<file path="config.mk">
export PLATFORM = sky130hd
export DESIGN_NAME = link_health_monitor
export DESIGN_NICKNAME = d
export VERILOG_FILES = /design/src/lhm_pkg.sv /design/src/lhm_cell.sv /design/src/lhm_window.sv /design/src/link_health_monitor.sv
export VERILOG_INCLUDE_DIRS = /design/src /design/src/src
export SDC_FILE = /design/constraint.sdc
export NUM_CORES = 1
export LEC_CHECK = 0
export BUFFER_PORTS_ARGS = -buffer_cell sky130_fd_sc_hd__buf_2
export CAP_MARGIN = 20
export CORE_UTILIZATION = 40
export DETAILED_ROUTE_END_ITERATION = 8
export HOLD_SLACK_MARGIN = 0.15
export SLEW_MARGIN = 20
export SYNTH_ARGS = -nofsm -noshare
export SYNTH_HDL_FRONTEND = slang
export SYNTH_SLANG_ARGS = --single-unit
</file>
<file path="constraint.sdc">
create_clock -name clk_i -period 12.68 [get_ports clk_i]
set_input_delay 0.634 -clock clk_i [delete_from_list [all_inputs] [get_ports clk_i]]
set_output_delay 0.634 -clock clk_i [all_outputs]
set_load 0.005 [all_outputs]
</file>
<file path="src/link_health_monitor_assert.svh">
// assertion macros shared by the link health monitor modules
`ifndef LINK_HEALTH_MONITOR_ASSERT_SVH
`define LINK_HEALTH_MONITOR_ASSERT_SVH

// same-cycle implication, clocked on clk_i, off during reset
`define LHM_ASSERT(lbl, ante, cons, msg) \
  lbl: assert property (@(posedge clk_i) disable iff (!rst_ni) (ante) |-> (cons)) \
    else $error(msg);

// next-cycle implication, clocked on clk_i, off during reset
`define LHM_ASSERT_NXT(lbl, ante, cons, msg) \
  lbl: assert property (@(posedge clk_i) disable iff (!rst_ni) (ante) |=> (cons)) \
    else $error(msg);

`endif

</file>
<file path="src/lhm_pkg.sv">
// types and constants of the link health monitor
`timescale 1ns / 1ps
package lhm_pkg;

  localparam int unsigned PERCENT_SCALE = 100;
  localparam int unsigned PCT_W         = 7;
  localparam int unsigned TIME_W        = 32;
  localparam int unsigned TIMEOUT_W     = 16;
  localparam int unsigned THRESH_W      = 8;
  localparam int unsigned RUN_W         = 8;
  localparam int unsigned CFG_IDX_W     = 1;
  localparam int unsigned CFG_DATA_W    = 16;

  localparam logic [TIMEOUT_W-1:0] TIMEOUT_RST = 16'd500;
  localparam logic [THRESH_W-1:0]  THRESH_RST  = 8'd20;
  localparam logic [RUN_W-1:0]     RUN_MAX     = 8'd255;

  typedef enum logic [CFG_IDX_W-1:0] {
    REG_TIMEOUT   = 1'b0,
    REG_THRESHOLD = 1'b1
  } cfg_reg_e;

  typedef struct packed {
    logic              req_type;
    logic              frame_present;
    logic              frame_ok;
    logic [TIME_W-1:0] now_ms;
  } in_item_t;

  typedef struct packed {
    logic [PCT_W-1:0] health_percent;
    logic             sensor_fault;
    logic             frame_error;
    logic             frame_accepted;
  } out_item_t;

endpackage

</file>
<file path="src/lhm_cell.sv">
// one window cell: holds one entry and hands it to the next cell on a shift
`timescale 1ns / 1ps
module lhm_cell (
  input  logic clk_i,
  input  logic rst_ni,
  input  logic shift_i,
  input  logic bit_i,
  output logic bit_o
);

  logic bit_q;

  always_ff @(posedge clk_i or negedge rst_ni) begin
    if (!rst_ni) begin
      bit_q <= 1'b0;
    end else if (shift_i) begin
      bit_q <= bit_i;
    end
  end

  assign bit_o = bit_q;

endmodule

</file>
<file path="src/lhm_window.sv">
// row of window cells with running count of ones and percent lookup
`timescale 1ns / 1ps
`include "link_health_monitor_assert.svh"
module lhm_window
  import lhm_pkg::*;
#(
  parameter int unsigned WINDOW_SIZE = 20
) (
  input  logic             clk_i,
  input  logic             rst_ni,
  input  logic             shift_i,
  input  logic             bit_i,
  output logic [PCT_W-1:0] pct_o
);

  localparam int unsigned CNT_W = $clog2(WINDOW_SIZE + 1);

  logic [WINDOW_SIZE-1:0] win;
  logic [CNT_W-1:0]       ones_q;
  logic [CNT_W-1:0]       ones_d;
  logic [PCT_W-1:0]       pct_lut [WINDOW_SIZE+1];

  for (genvar k = 0; k < WINDOW_SIZE; k++) begin : g_cell
    if (k == 0) begin : g_head
      lhm_cell u_cell (
        .clk_i   (clk_i),
        .rst_ni  (rst_ni),
        .shift_i (shift_i),
        .bit_i   (bit_i),
        .bit_o   (win[k])
      );
    end else begin : g_body
      lhm_cell u_cell (
        .clk_i   (clk_i),
        .rst_ni  (rst_ni),
        .shift_i (shift_i),
        .bit_i   (win[k-1]),
        .bit_o   (win[k])
      );
    end
  end

  for (genvar k = 0; k <= WINDOW_SIZE; k++) begin : g_lut
    assign pct_lut[k] = PCT_W'((k * PERCENT_SCALE) / WINDOW_SIZE);
  end

  // oldest entry drops out of the tail as the new one enters the head
  always_comb begin
    ones_d = ones_q;
    if (shift_i) begin
      ones_d = ones_q - CNT_W'(win[WINDOW_SIZE-1]) + CNT_W'(bit_i);
    end
  end

  always_ff @(posedge clk_i or negedge rst_ni) begin
    if (!rst_ni) begin
      ones_q <= '0;
    end else begin
      ones_q <= ones_d;
    end
  end

  assign pct_o = pct_lut[ones_d];

  `LHM_ASSERT(a_count_match, 1'b1, ones_q == CNT_W'($countones(win)), "window count mismatch")
  `LHM_ASSERT(a_count_range, 1'b1, ones_q <= CNT_W'(WINDOW_SIZE), "window count out of range")
  `LHM_ASSERT_NXT(a_hold, !shift_i, $stable(win) && $stable(ones_q), "window moved without shift")

endmodule

</file>
<file path="src/link_health_monitor.sv">
// Link health monitor: takes one poll item per clock cycle and gives its
// result item the cycle after acceptance from an output register. The whole
// update (timeout compare, error run, one shift of the window cell row and
// the running count) completes in the accepting cycle, so sustained rate is
// one item per cycle; in_stall_o rises only while the output register holds
// an item that the far side stalls. Configuration writes are always ready.
`timescale 1ns / 1ps
`include "link_health_monitor_assert.svh"
module link_health_monitor
  import lhm_pkg::*;
#(
  parameter int unsigned WINDOW_SIZE = 20
) (
  input  logic                  clk_i,
  input  logic                  rst_ni,
  input  logic                  in_valid_i,
  output logic                  in_stall_o,
  input  in_item_t              in_item_i,
  output logic                  out_valid_o,
  input  logic                  out_stall_i,
  output out_item_t             out_item_o,
  input  logic                  cfg_valid_i,
  output logic                  cfg_ready_o,
  input  logic [CFG_IDX_W-1:0]  cfg_index_i,
  input  logic [CFG_DATA_W-1:0] cfg_data_i
);

  logic [TIMEOUT_W-1:0] timeout_q;
  logic [THRESH_W-1:0]  thresh_q;
  logic [RUN_W-1:0]     run_q;
  logic [RUN_W-1:0]     run_d;
  logic [RUN_W-1:0]     run_upd;
  logic [TIME_W-1:0]    last_q;
  logic [TIME_W-1:0]    last_d;
  logic [TIME_W-1:0]    elapsed;
  logic                 accept;
  logic                 poll;
  logic                 good;
  logic                 bad;
  logic                 timed_out;
  logic                 shift;
  logic                 fault;
  logic [PCT_W-1:0]     pct_next;
  logic                 out_valid_q;
  out_item_t            out_item_q;
  cfg_reg_e             cfg_reg;

  assign in_stall_o  = out_valid_q && out_stall_i;
  assign accept      = in_valid_i && !in_stall_o;
  assign cfg_ready_o = 1'b1;
  assign cfg_reg     = cfg_reg_e'(cfg_index_i);

  assign poll      = !in_item_i.req_type;
  assign good      = poll && in_item_i.frame_present && in_item_i.frame_ok;
  assign bad       = poll && in_item_i.frame_present && !in_item_i.frame_ok;
  assign elapsed   = in_item_i.now_ms - last_q;
  assign timed_out = (last_q != '0) && (elapsed >= TIME_W'(timeout_q));
  assign shift     = accept && poll && (in_item_i.frame_present || timed_out);

  always_comb begin
    run_upd = run_q;
    if (good) begin
      run_upd = '0;
    end else if (bad && run_q != RUN_MAX) begin
      run_upd = run_q + RUN_W'(1);
    end
    fault  = poll && (run_upd >= thresh_q);
    run_d  = (!poll || fault) ? '0 : run_upd;
    last_d = good ? in_item_i.now_ms : last_q;
  end

  lhm_window #(
    .WINDOW_SIZE (WINDOW_SIZE)
  ) u_window (
    .clk_i   (clk_i),
    .rst_ni  (rst_ni),
    .shift_i (shift),
    .bit_i   (good),
    .pct_o   (pct_next)
  );

  always_ff @(posedge clk_i or negedge rst_ni) begin
    if (!rst_ni) begin
      timeout_q <= TIMEOUT_RST;
      thresh_q  <= THRESH_RST;
    end else if (cfg_valid_i && cfg_ready_o) begin
      unique case (cfg_reg)
        REG_TIMEOUT:   timeout_q <= cfg_data_i[TIMEOUT_W-1:0];
        REG_THRESHOLD: thresh_q  <= cfg_data_i[THRESH_W-1:0];
      endcase
    end
  end

  always_ff @(posedge clk_i or negedge rst_ni) begin
    if (!rst_ni) begin
      run_q  <= '0;
      last_q <= '0;
    end else if (accept) begin
      run_q  <= run_d;
      last_q <= last_d;
    end
  end

  always_ff @(posedge clk_i or negedge rst_ni) begin
    if (!rst_ni) begin
      out_valid_q <= 1'b0;
    end else if (accept) begin
      out_valid_q <= 1'b1;
    end else if (!out_stall_i) begin
      out_valid_q <= 1'b0;
    end
  end

  always_ff @(posedge clk_i) begin
    if (accept) begin
      out_item_q.health_percent <= pct_next;
      out_item_q.sensor_fault   <= fault;
      out_item_q.frame_error    <= bad;
      out_item_q.frame_accepted <= good;
    end
  end

  assign out_valid_o = out_valid_q;
  assign out_item_o  = out_item_q;

  `LHM_ASSERT_NXT(a_fault_clears, accept && fault, run_q == '0, "run not cleared after fault")
  `LHM_ASSERT_NXT(a_source_clears, accept && !poll, run_q == '0, "run not cleared on source change")
  `LHM_ASSERT(a_flags_excl, out_valid_q,
              !(out_item_q.frame_error && out_item_q.frame_accepted), "frame both good and bad")

endmodule

</file>
==> results.cfg, run 1 <==
[timing]
finalCritPeriodShare_pct = 47.57
worst_pin_slew_ns = 1.031
drv_slew = 0
skew_ns = 0.008679
setup_ws_ns = 6.648
rsz0062_at_grt = no
hold_violations = 0
period_minus_slack_ns = 6.032
hold_slack_ns = 0.1827
final-setup-viol-count = 0
max_slew_margin_pct = 31.13
fmax_ghz = 0.1658
tns_ns = 0

[clock_network]
cts_tree = built
root_buffer = clkbuf_16
h-tree-depth = 3
postCtsSetupBuffers = 0
clkTransAtPathRegs_ns = 0.07
hold_buffers = 0
cts_buffers = 9
clkSinkCount = 100
clock_latency_ns = 0.36
clockBufferDepth = 2
cts_resized = 0

[setup_path]
slowest_delay_ns = 0.57
crit_fanout = 10
slowest_stage = or4_4
critPathLaunchType = flop
arrival_ns = 6.13
worstPathCellList = ha_1, fa_1, nand2b_1, a21oi_1, nor2_1, o21ai_0, a21o_1, a21oi_1, xnor2_1, ha_1, nand3_1, a21oi_1, a2111oi_0, o2111ai_1, nor4_1, nand4_1, or4_4, o21ai_4, mux2i_1, inv_1, ha_1, a211oi_1, a311oi_2, a2bb2oi_1
cp.required_ns = 12.78
critPathKind = reg2reg
end_kind = flop

[global_routing]
grt_overflow = 0
first_global_vias = 5570
track_usage_pct = 19.54
grt_pass1_wl_um = 28340
antenna_found_initial = 0
grt_max_degree = 65

[floorplan]
io_pins = 70
rows = 48
core_um2 = 17420
fp.dieW_um = 136.0
fp.dieH_um = 136.0
initial_core_util_pct = 41.25
die-area_um2 = 18500

[synthesis]
synth_nets = 886
syn-mean-instance-area_um2 = 9.416
synthFlopType = dfrtp_1
synth_async_sr_flop_share_pct = 90.00
syn-cell-area_um2 = 7184
ys_top_cells_by_area = dfrtp_1, ha_1, mux2_2
synth-seq-cells = 100
yosysTopAreaCellShare_pct = 28.56
yosysSeqAreaShare_pct = 35.67
synth.largest_area_cell = dfrtp_1
netlist_instances = 763
synth_enable_flop_cells = 10
synth.most_common_cell = dfrtp_1
yosysWarnings = 0
post_synth_num_cell_types = 80
synthTopCellsByCount = dfrtp_1, inv_1, nand2_1

[drt]
drt-pass1-iter-count = 5
vias = 5609
route.detailed.drc = 0
drt_iter0_drc = 323
wl_um = 16810
antenna_left = 0
routed_via_density = 5.342
wire_per_inst_um = 16.01

[power_and_ir_drop]
p_seq_share_pct = 31.4
vdd_drop_max_uv = 81.42
intPower_w = 0.0008419
p_leak_nw = 3.718
p_sw_share_pct = 40.32
power_density_nw_per_um2 = 176.3
combPwrFrac_pct = 48.2
clkPwrFrac_pct = 20.4
p_switching_w = 0.0005688

[final_layout]
num_antenna_cells = 0
fin_nets = 943
n_fill_cell = 1710
multi_input_area_um2 = 4195
syn_to_final_growth_pct = 11.37
drive_above_1_share_pct = 21.58
register_area_um2 = 2562

[outcome]
status = completed

[job]
cap_viol_max_count = 0

[placement]
dpl.hpwl_um = 13040
dp_slack_ns = 6.348
gp_congestion = 0.9216
io_buffer_count = 68

[worst_hold_path]
hp-class = in2async
layer usage:
| layer | vias up | share of wire [%] | GRT usage [%] |
|---|---|---|---|
| li1 | 2851 | - | - |
| met1 | 2634 | 50 | 26.87 |
| met2 | 106 | 46 | 31.61 |
| met3 | 18 | 3.7 | 3.169 |
| met4 | 0 | 1.2 | 5.309 |
| met5 | - | 0 | 0 |
metrics by stage:
| step | cells | power [W] | area (µm²) | utilization, % |
|---|---|---|---|---|
| after detailed placement | 1034 | 0.001127 | 7697 | 44.20 |
| final | 1050 | 0.001411 | 8001 | 45.94 |
| after floorplan | 763 | 0.0009640 | 7184 | - |
| after CTS | 1050 | 0.001421 | 8001 | 45.94 |
| after global placement | 1034 | 0.001116 | 7697 | 44.20 |
| after global routing | 1050 | 0.001527 | 8001 | 45.94 |
layout make-up:
cell class	count	area share (%)
Tap cell	225	3.518
Multi-Input combinational cell	560	52.43
Sequential cell	100	32.03
Timing Repair Buffer	71	4.566
Inverter	78	3.659
Clock buffer	10	2.862
Clock inverter	6	0.9382
cells by family (layout without fill, tap and decap cells):
| group | after synthesis | count (layout) | share of synthesized area, % |
|---|---|---|---|
| multiplexers | 68 | 68 | 10.55 |
| other | 1 | 1 | 0.05220 |
| buffers and inverters | 103 | 165 | 5.974 |
| adder cells (fa/ha/maj) | 66 | 66 | 11.70 |
| flip-flops | 100 | 100 | 35.67 |
| AO/OA/AOI/OAI | 189 | 189 | 18.22 |
| AND/OR/NAND/NOR | 205 | 205 | 14.05 |
| XOR/XNOR | 31 | 31 | 3.779 |
layout by cell type (no fill, tap or decap), types with 4 or more instances in the layout:
cell type  instances
a211oi_1           7
a21o_1            13
a21oi_1           48
a22o_1            12
a31oi_1            6
buf_2             67
buf_4              4
clkbuf_16          9
dfrtp_1           82
dfstp_2            8
edfxtp_1          10
ha_1              64
inv_1             78
mux2_2            59
mux2i_1            8
nand2_1           69
nand2b_1          10
nand3_1            8
nand4_1           18
nor2_1            46
nor2b_1            4
nor3_1             9
nor3b_1            4
nor4_1            15
o2111ai_1          4
o211ai_1           4
o21a_1             8
o21ai_0           38
o21ai_1            5
or3_1              5
xnor2_1           16
xor2_1            15
state kept, by name (all words and copies together) (netlist names):
register and cells:
out_valid_o 1, timeout_q 16, u_window.g_cell.g_head.u_cell.bit_o 1, u_window.g_cell.g_body.u_cell.bit_o 19, run_q 8, out_item_o 10, u_window.ones_q 5, last_q 32
thresh_q 8
power by group through the flow:
| stage | registers (W) | logic [W] | clock network (W) |
|---|---|---|---|
| global placement | 0.000448 | 0.000668 | 0 |
| floorplan | 0.000434 | 0.000530 | 0 |
| finish | 0.000443 | 0.000680 | 0.000288 |
| CTS | 0.000444 | 0.000680 | 0.000296 |
| global route | 0.000453 | 0.000768 | 0.000306 |
| detailed placement | 0.000450 | 0.000677 | 0 |
path summary, 6_finish.rpt:
path	cells past startpoint	from	end	slack [ns]
min	1	rst_ni	timeout_q[0]	0.18
max in group asynchronous	2	rst_ni	u_window.g_cell[14].g_body.u_cell.bit_o	11.34
max	24	last_q[0]	out_item_o[8]	6.65
max reg2reg	24	last_q[0]	out_item_o[8]	6.65
min reg2reg	1	u_window.g_cell[15].g_body.u_cell.bit_o	u_window.g_cell[16].g_body.u_cell.bit_o	0.50
min in group clk_i	2	in_valid_i	out_valid_o	0.49
critical path, delay by kind of cell, from the launching register on:
kind,cells,cell delay [ns]
adders and majority gates,4,1.15
buffers and inverters,1,0.14
muxes,1,0.42
and+or+nand+nor,6,1.42
xor gates and xnor gates,1,0.15
AOI/OAI and AO/OA,11,2.08
DFF,1,0.42
Note: power is estimated with default switching activity, not from simulation.
==> run 2, diff against run 1 <==
==> constraint.sdc (replaced) <==
create_clock -name clk_i -period 5.1 [get_ports clk_i]
set_input_delay 0.255 -clock clk_i [delete_from_list [all_inputs] [get_ports clk_i]]
set_output_delay 0.255 -clock clk_i [all_outputs]
set_load 0.005 [all_outputs]
==> run 2 against run 1 <==
  * The flow now finishes with violations (setup timing)
  * Setup slack got worse by 6.7 ns
  * Flip-flop and latch count is the same
  * Register-to-register slack lost 6.7 ns
  * Largest cell class unchanged
  * Critical endpoint is now out_item_o[6]
  * Clock power increased by 140%
  * Highest routed layer unchanged
  * Non-clock buffer count rose by 98
  * Clock skew increased by 0.0033 ns
  * Final cell count up 9.3%
==> results.cfg, run 2 (synthesis results as in run 1) <==
[outcome]
status = complete, but fails checks
violations = setup timing

[timing]
skew_ns = 0.01201
fmax_ghz = 0.1939
finalCritPeriodShare_pct = 101.1
drv_slew = 0
final-setup-viol-count = 3
max_slew_margin_pct = 36.09
hold_violations = 0
setup_ws_ns = -0.05638
worst_pin_slew_ns = 0.9544
period_minus_slack_ns = 5.156
rsz0062_at_grt = yes

[drt]
drt-pass1-iter-count = 5
drt_iter0_drc = 247
antenna_left = 0
wire_per_inst_um = 15.17
wl_um = 17420
route.detailed.drc = 0
vias = 6030
routed_via_density = 5.253

[clock_network]
clock_latency_ns = 0.37
clockBufferDepth = 2
cts_buffers = 9
root_buffer = clkbuf_16
h-tree-depth = 3
clkSinkCount = 100
cts_tree = built
clkTransAtPathRegs_ns = 0.07

[global_routing]
grt_overflow = 0
first_global_vias = 5814
grt_max_degree = 54
antenna_found_initial = 0
track_usage_pct = 19.94
grt_pass1_wl_um = 28650

[power_and_ir_drop]
combPwrFrac_pct = 52.3
intPower_w = 0.002281
power_density_nw_per_um2 = 421.9
clkPwrFrac_pct = 18.6
p_leak_nw = 4.173
p_total_w = 0.003776
vdd_drop_max_uv = 245.1
p_sw_share_pct = 39.59
p_switching_w = 0.001495
p_seq_share_pct = 29.1

[final_layout]
num_antenna_cells = 0
drive_above_1_share_pct = 28.17
mostFrequentLayoutCell = dfrtp_1
final_cell_mix = dfrtp_1, inv_1, nand2_1
n_fill_cell = 1655
syn_to_final_growth_pct = 24.57
top_register = last_q
fin_nets = 1041
largest_reg_flops = 32
fin_cells = 1148

[setup_path]
arrival_ns = 5.27
critPathLaunchType = flop
r2r_slack_ns = -0.06
critPathKind = reg2reg
crit_fanout = 3
end_kind = flop
cp.required_ns = 5.22

[floorplan]
fp.dieW_um = 136.0
initial_core_util_pct = 41.25
fp.dieH_um = 136.0
io_pins = 70
rows = 48
die-area_um2 = 18500
core_um2 = 17420

[job]
cap_viol_max_count = 0

[placement]
dp.cells = 1082
dpl.hpwl_um = 13300
gp_congestion = 0.9423
io_buffer_count = 68

[worst_hold_path]
hp-class = in2reg
run 2: changes by cell type in the layout (fill, tap and decap cells not counted), moves of 3 or more:
| cell | delta |
|---|---|
| buf_4 | +60 |
| ha_1 | -5 |
| ha_2 | +4 |
| a21oi_2 | +3 |
| a21oi_1 | -4 |
| dlygate4sd3_1 | +38 |
run 2: routing by layer:
metal / global-route usage [%] / wire length, µm
met1: 26.87 / 8348
met2: 32.80 / 8218
met3: 3.356 / 608
met4: 5.494 / 245
met5: 0 / 0
run 2: worst paths after layout:
kind / start / endpoint / cells past startpoint
min: in_item_i[2] / last_q[2] / 2
min reg2reg: u_window.g_cell[0].g_head.u_cell.bit_o / u_window.g_cell[0].g_head.u_cell.bit_o / 2
min in group asynchronous: rst_ni / last_q[13] / 2
max in group asynchronous: rst_ni / timeout_q[5] / 3
max reg2reg: last_q[1] / out_item_o[6] / 24
max: last_q[1] / out_item_o[6] / 24
run 2: cell type report:
| cell class | instances | area, µm² | share of cell area [%] |
|---|---|---|---|
| clock inverters | 6 | 50.05 | 0.5592 |
| flip-flops and latches | 100 | 2562 | 28.63 |
| well taps | 225 | 281.5 | 3.146 |
| clock buffers | 10 | 250.2 | 2.796 |
| inverters | 78 | 292.8 | 3.271 |
| multi-input cells | 560 | 4317 | 48.23 |
| repair buffers | 169 | 1196 | 13.37 |
run 2: power by group through the flow:
stage                     logic [W]  registers (W)  clock network (W)
after floorplan             0.00134        0.00108                  0
after detailed placement    0.00184        0.00111                  0
after global placement      0.00182        0.00111                  0
after CTS                   0.00193        0.00110           0.000725
final                       0.00197        0.00110           0.000704
after global routing        0.00220        0.00112           0.000754
run 2: worst max-delay path, stage by stage, from the launching register on:
cell,delay (ns)
dfrtp_1,0.35
inv_1,0.04
ha_1,0.26
nor2b_4,0.15
o2111ai_2,0.14
buf_4,0.16
a211oi_4,0.29
buf_4,0.16
or2_1,0.12
a21oi_1,0.09
xnor2_1,0.21
ha_1,0.28
nand4_1,0.13
a21oi_2,0.05
a2111oi_2,0.24
o2111ai_2,0.16
nor4_2,0.19
nand4_1,0.18
or4_4,0.59
o21ai_4,0.17
mux2i_2,0.25
buf_4,0.14
ha_1,0.22
xnor2_1,0.13
a22o_1,0.21
run 2: per-stage QoR:
stage / cell area [µm²] / setup WS [ns] / setup TNS [ns] / hold slack (ns) / util, %
floorplan: 7222 / -0.1769 / -0.2971 / -0.04059 / -
global placement: 8095 / -0.1546 / -0.2731 / 0.3523 / 46.48
detailed placement: 8095 / -0.2983 / -0.7359 / 0.3521 / 46.48
CTS: 8879 / 0.02589 / 0 / 0.1505 / 50.98
global route: 8950 / -0.3527 / -1.276 / 0.1551 / 51.39
finish: 8950 / -0.05638 / -0.09434 / 0.1598 / 51.39
run 2: what timing repair did:
| action | in CTS | in global routing |
|---|---|---|
| setup endpoints to repair | 4 | 5 |
| buffers inserted | 8 | 5 |
| endpoints found under the hold margin | 88 | 0 |
| pin swaps | 25 | 9 |
| resized for setup | 11 | 7 |
| hold buffers | 38 | 0 |
==> run 3, diff against run 2 <==
--- a/config.mk
+++ b/config.mk
@@ -8,6 +8,7 @@
 export LEC_CHECK = 0
 export BUFFER_PORTS_ARGS = -buffer_cell sky130_fd_sc_hd__buf_2
 export CAP_MARGIN = 20
+export CORE_MARGIN = 2
 export CORE_UTILIZATION = 40
 export DETAILED_ROUTE_END_ITERATION = 8
 export HOLD_SLACK_MARGIN = 0.15
@@ -15,3 +16,4 @@
 export SYNTH_ARGS = -nofsm -noshare
 export SYNTH_HDL_FRONTEND = slang
 export SYNTH_SLANG_ARGS = --single-unit
+export TNS_END_PERCENT = 30
==> run 3 against run 2 <==
  * The run now ends clean
  * Final cell count rose by 0.52%
  * Sequential power barely moved
  * Critical path depth rose by 2
  * Cell area rose by 0.27%
  * Flip-flop and latch count did not move
  * Clock skew fell by 0.0037 ns
  * Setup slack improved by 0.074 ns
  * Critical path type unchanged
  * Critical endpoint is now out_item_o[8]
  * Highest routed layer unchanged
==> results.cfg, run 3 (synthesis results as in run 1) <==
[job]
cap_viol_max_count = 0

[timing]
rsz0062_at_grt = yes
hold_slack_ns = 0.1605
drv_slew = 0
max_slew_margin_pct = 33.52
worst_pin_slew_ns = 0.9927
fmax_ghz = 0.1967
final-setup-viol-count = 0
tns_ns = 0
skew_ns = 0.008345
finalCritPeriodShare_pct = 99.66
period_minus_slack_ns = 5.083
hold_violations = 0

[drt]
vias = 6094
drt_iter0_drc = 288
routed_via_density = 5.281
wire_per_inst_um = 15.22
drt-pass1-iter-count = 5
antenna_left = 0
wl_um = 17560
route.detailed.drc = 0

[clock_network]
clkSinkCount = 100
clkTransAtPathRegs_ns = 0.08
clock_latency_ns = 0.36
h-tree-depth = 3
clockBufferDepth = 2
root_buffer = clkbuf_16
cts_buffers = 9
cts_tree = built

[setup_path]
cp_common_cell = a21o_1
cp.required_ns = 5.20
r2r_start = last_q[1]
r2r_slack_ns = 0.02
r2r_cells = 26
crit_fanout = 2
critPathKind = reg2reg
endpoint = out_item_o[8]
critPathLaunchType = flop
cp_num_buf_inv = 2
slowest_stage = or4_4
slowest_delay_ns = 0.57
arrival_ns = 5.18
cp_top_family = compound AO/OA/AOI/OAI gates
path_depth = 26
end_kind = flop
timing.critical_path.from = last_q[1]
regToRegEndpoint = out_item_o[8]

[final_layout]
fin_nets = 1043
n_fill_cell = 1698
register_area_um2 = 2562
drive_above_1_share_pct = 28.22
mostFrequentLayoutCell = dfrtp_1
num_antenna_cells = 0
multi_input_area_um2 = 4322
final_cell_mix = dfrtp_1, inv_1, nand2_1
fin_area_um2 = 8974
fin_cells = 1154
syn_to_final_growth_pct = 24.90
top_register = last_q
largest_reg_flops = 32

[floorplan]
fp.dieW_um = 138.0
io_pins = 70
die-area_um2 = 19050
rows = 49
core_um2 = 17780
initial_core_util_pct = 40.41
fp.dieH_um = 138.0

[outcome]
status = completed

[global_routing]
track_usage_pct = 18.91
first_global_vias = 5918
grt_pass1_wl_um = 29460
antenna_found_initial = 0
grt_overflow = 0
grt_max_degree = 64

[power_and_ir_drop]
vdd_drop_max_uv = 240.9
p_total_w = 0.003769
power_density_nw_per_um2 = 420.1
p_leak_nw = 4.181

[placement]
gp_congestion = 1.035
dp.cells = 1089
dpl.hpwl_um = 13460
io_buffer_count = 68
postPlaceCellArea_um2 = 8123

[worst_hold_path]
hp-class = in2reg
run 3: cell count changes in the layout (fill, tap and decap cells not counted), sizes merged:
cell         delta
clkinvlp        -1
clkbuf          -1
buf             +1
dlygate4sd3     +1
inv             -1
clkinv          +3
run 3: what timing repair did:
action                     CTS  global route
pin swaps                   20             3
buffers inserted             9             1
hold endpoints to repair    69             0
hold buffers                39             0
setup endpoints to repair    4             7
gates resized for setup     16             5
run 3: worst min path at each step:
stage | endpoint | slack (ns) | cells past startpoint | start
2_1_floorplan | last_q[0] | -0.04 | 0 | rst_ni
6_report | last_q[19] | 0.16 | 2 | in_item_i[19]
3_3_place_gp | last_q[0] | 0.20 | 1 | rst_ni
4_1_cts | out_valid_o | 0.15 | 3 | out_stall_i
3_5_place_dp | last_q[3] | 0.21 | 1 | rst_ni
5_1_grt | last_q[27] | 0.16 | 2 | in_item_i[27]
run 3: layout make-up:
class | count | share of cell area (%)
clock inverter | 7 | 0.7529
multi-input combinational | 560 | 48.16
tap | 229 | 3.193
clock buffer | 9 | 2.510
timing repair buffer | 171 | 13.57
inverter | 78 | 3.263
sequential | 100 | 28.56
run 3: report_power, final:
group          total [W]  internal, W  leakage, nW  switching [W]
Clock           0.000681     0.000343        0.145       0.000338
Sequential       0.00110     0.000991         1.22       0.000108
Combinational    0.00199     0.000930         2.82        0.00106
Total            0.00377      0.00226         4.18        0.00150
run 3: metal layers:
layer / global-route usage [%] / share of wire, % / vias up
met5: 0 / 0 / -
li1: - / - / 3067
met3: 4.053 / 3.4 / 21
met4: 4.834 / 1.7 / 0
met2: 31.24 / 48 / 101
met1: 25.39 / 47 / 2905
run 3: per-stage QoR:
step                worst slack, ns  util (%)
floorplan                   -0.1769         -
global placement            -0.1936     45.69
detailed placement          -0.3891     45.69
CTS                        -0.06972     50.33
global route                -0.2914     50.47
finish                      0.01733     50.47
